--- src/sv/bfsp_ram.sv ---
// ----------------------------------------------------------------------------
// bfsp_ram
// Generic single-write, single-read RAM with a registered read port.
// ----------------------------------------------------------------------------
`default_nettype none

module bfsp_ram #(
    parameter int P_WIDTH = 8,
    parameter int P_DEPTH = 16
) (
    input  wire logic                                         i_clk,
    input  wire logic                                         i_we,
    input  wire logic [((P_DEPTH > 1) ? $clog2(P_DEPTH) : 1)-1:0] i_waddr,
    input  wire logic [P_WIDTH-1:0]                           i_wdata,
    input  wire logic                                         i_re,
    input  wire logic [((P_DEPTH > 1) ? $clog2(P_DEPTH) : 1)-1:0] i_raddr,
    output logic      [P_WIDTH-1:0]                           o_rdata
);

    logic [P_WIDTH-1:0] r_mem [P_DEPTH];

    always_ff @(posedge i_clk) begin
        if (i_we) begin
            r_mem[i_waddr] <= i_wdata;
        end
        if (i_re) begin
            o_rdata <= r_mem[i_raddr];
        end
    end

endmodule

`default_nettype wire

--- config.mk ---
export PLATFORM = sky130hd
export DESIGN_NAME = bfsp_ram
export DESIGN_NICKNAME = d
export VERILOG_FILES = /design/src/sv/bfsp_ram.sv
export SDC_FILE = /design/constraint.sdc
export NUM_CORES = 1
export LEC_CHECK = 0
export BUFFER_PORTS_ARGS = -buffer_cell sky130_fd_sc_hd__buf_4
export CELL_PAD_IN_SITES_DETAIL_PLACEMENT = 1
export CELL_PAD_IN_SITES_GLOBAL_PLACEMENT = 2
export CORE_ASPECT_RATIO = 1.1
export CORE_MARGIN = 2
export CORE_UTILIZATION = 48
export CTS_CLUSTER_SIZE = 20
export DETAILED_ROUTE_END_ITERATION = 10
export GPL_ROUTABILITY_DRIVEN = 1
export HOLD_SLACK_MARGIN = 0.15
export PLACE_DENSITY = 0.8
export SLEW_MARGIN = 25
export SYNTH_ARGS = -nofsm -noshare
export SYNTH_HDL_FRONTEND = slang
export SYNTH_SLANG_ARGS = --single-unit
export TNS_END_PERCENT = 10
--- constraint.sdc ---
create_clock -name i_clk -period 2.03 [get_ports i_clk]
set_clock_uncertainty 0.1 [all_clocks]
set_input_delay 0.3045 -clock i_clk [delete_from_list [all_inputs] [get_ports i_clk]]
set_output_delay 0.3045 -clock i_clk [all_outputs]
set_load 0.005 [all_outputs]
==> summary.txt <==
Clock network
  • Reg clk slew, reported paths: 0.05 ns
  • H-tree depth: 4
  • Clk sinks: 136
  • # Post-CTS Setup Buffers: 0
  • Clk root buf: clkbuf_16
  • CTS tree: yes
  • Post-CTS sizing: 0
  • Clock buffer depth: 2
  • Worst-Skew Late Latency: 0.41 ns
  • Num CTS Buffers: 17

Power
  • P_sw: 0.00120 W
  • PD cells: 976 nW/µm²
  • Logic pwr share: under 10%
  • Leak Pwr: 2.14 nW
  • Sw frac: around 20%
  • Register share of total power: 51.7%
  • Pint: 0.00495 W
  • Clock network power share: 42.9%
  • Worst ir drop on vdd: 0.000527 V

Drt
  • Initial DRC count: 193
  • Antenna viol nets, final: 0
  • # DRC: 0
  • WL final: about 11000 µm
  • First-pass DRT Iterations: 4
  • Wirelength per Cell: around 24 µm
  • DR vias/cell: 5.61
  • DR vias: around 2500

Worst setup path
  • Reg2Reg Setup Slack: 0.38 ns
  • Critical path destination: o_rdata[4]
  • Crit path buf inv count: 0
  • Critical Path RT: 2.08 ns
  • CP Depth: 3
  • CP arrival: 1.70 ns
  • R2R depth: 3
  • CP Class: reg -> reg
  • Crit path from: r_mem[3][4]
  • Cell chain of the critical path: mux4_2 -> a22oi_1 -> nand2_1
  • Critical Path Fanout Max: 1
  • Worst R2R Start: r_mem[3][4]
  • Critical-path top delay cell: mux4_2
  • Worst Setup End Kind: flip-flop
  • Worst path max stage delay: 0.48 ns
  • Delay-heaviest family, CP: multiplexers
  • Worst r2r dst: o_rdata[4]
  • Worst Setup Start Kind: flip-flop

Min path
  • Worst Hold Depth: 3
  • Worst min-delay path class: in -> reg

Floorplanning
  • Die width: 104 µm
  • Area of the core: 10500 µm²
  • Site row count: 39
  • Chip height: 113 µm
  • Initial core utilization: 49.8%
  • IO Count: 27
  • Total die area: ~12000 µm²

Layout
  • Ant. Diodes: 0
  • Share of cells above drive strength 1: 28.9%
  • Non-Filler Instances: between 400 and 500
  • Commonest non-fill, non-tap cell in the layout: edfxtp_1
  • Most frequent cells in the layout: edfxtp_1, buf_4, mux4_2, clkbuf_16, a22oi_1
  • Area growth syn-to-layout: 20.6%
  • Final Core Density: around three fifths
  • Final nets: 314

Timing
  • Final hold vios: 0
  • Slew margin rel.: 72.7%
  • Max Freq: just over 0.6 GHz
  • Final TNS setup: 0 ns
  • Tcrit/Tclk final: 81.4%
  • Post-layout min period: between 1.5 and 2 ns
  • Slew @ Worst Pin: 0.410 ns
  • RSZ-0062 raised after global routing: no
  • Pins Over Slew Limit: 0
  • Final setup vio count: 0

Logic synthesis
  • Mapped Cells: 229
  • Yosys top cell area share: 78.1%
  • Synth area leaders: edfxtp_1, mux4_2, mux4_1
  • Cell taking the most area after synthesis: edfxtp_1
  • Synthesized net count: about 250
  • Cell variety after synth: 18
  • Synth Area per Inst: 22.8 µm²
  • Synthesized area: 5230 µm²
  • Synth warn: 0
  • Register area share after synthesis: between 70% and 80%
  • Register bit count reported by yosys: 136

Placement
  • Placer Congestion: 0.745
  • HPWL Detailed: 7000 µm
  • Placed cell count: 410
  • Port-buffer cells: 26

Global route
  • Vias in the first global route: 2758
  • Pin count of the biggest net entering global routing: 22
  • GRT Util Overall: 20.3%
  • Antenna violations before repair: 0
  • Grt total ovfl: 0
  • First-pass GRT wire length: between 15000 and 20000 µm

Flow run
  • Max-cap violation count: 0

Status
  • Run status: finished clean
[how the worst min path moves through the flow]
stage                             end  slack, ns        from
after detailed placement   o_rdata[4]       0.51        i_re
final                     r_mem[3][7]       0.27  i_waddr[3]
after floorplan           r_mem[0][0]       0.30  i_wdata[0]
after CTS                 r_mem[3][7]       0.27  i_waddr[2]
after global routing      r_mem[3][7]       0.28  i_waddr[3]
after global placement    r_mem[6][6]       0.50  i_wdata[6]
[flip-flops by register name (all words and copies together), names as in the netlist]
name     cells
o_rdata      8
r_mem      128
[synthesized netlist by cell type]
| cell | instances |
|---|---|
| or3b_2 | 1 |
| nand2b_1 | 2 |
| buf_4 | 1 |
| edfxtp_1 | 136 |
| buf_6 | 3 |
| nand3_1 | 1 |
| a22oi_1 | 16 |
| and2_1 | 1 |
| clkdlybuf4s25_2 | 3 |
| mux4_2 | 18 |
| nor2_1 | 13 |
| mux4_1 | 14 |
| nand3b_1 | 2 |
| nand2_1 | 9 |
| nor2b_1 | 1 |
| nor3_1 | 4 |
| and2b_1 | 1 |
| buf_2 | 3 |
[worst register-to-register path, cell delays in order (launching register included)]
cell and delay [ns]:
edfxtp_1 0.37, mux4_2 0.48, a22oi_1 0.33, nand2_1 0.12
[power by group through the flow]
stage          combinational (W)  clock [W]  sequential (W)
2_1_floorplan           0.000160          0         0.00324
3_3_place_gp            0.000308          0         0.00324
3_5_place_dp            0.000320          0         0.00324
4_1_cts                 0.000336    0.00268         0.00318
5_1_grt                 0.000357    0.00280         0.00319
6_report                0.000329    0.00264         0.00318
[timing repair]
action | 4_1_cts | 5_1_grt
endpoints found under the setup margin | 0 | 0
endpoints found under the hold margin | 136 | 0
hold buffers | 9 | 0
[metrics by stage]
| step | total power (W) | area [µm²] | hold WS, ns | setup WS (ns) |
|---|---|---|---|---|
| global route | 0.00634 | 6300 | 0.280 | 0.312 |
| detailed placement | 0.00356 | 5720 | 0.508 | 0.0757 |
| global placement | 0.00354 | 5720 | 0.498 | 0.103 |
| floorplan | 0.00340 | 5230 | 0.303 | 0.133 |
| finish | 0.00615 | 6300 | 0.275 | 0.377 |
| CTS | 0.00620 | 6300 | 0.266 | 0.378 |
[per-layer routing]
metal | vias up | wire [µm] | track usage [%]
met3 | 10 | 459 | 5.14
li1 | 1110 | - | -
met2 | 80 | 5540 | 32.5
met1 | 1309 | 4660 | 27.5
met4 | 0 | 163 | 7.48
met5 | - | 0 | 0
[logic make-up (layout without fill, tap and decap cells)]
kind of cell	after synthesis	after routing	share of synthesized area (%)
buffers and inverters	10	85	1.65
multiplexers	32	32	14.8
AND/OR/NAND/NOR	35	35	3.14
AO/OA/AOI/OAI	16	16	2.30
flip-flops	136	136	78.1
[area by class of cell]
class | count | area, µm²
Multi-Input combinational cell | 83 | 1060
Timing Repair Buffer | 57 | 488
Fill cell | 880 | 4190
Clock inverter | 8 | 60.1
Tap cell | 143 | 179
Sequential cell | 136 | 4080
Clock buffer | 20 | 437
Power figures use the tool's default switching activity.
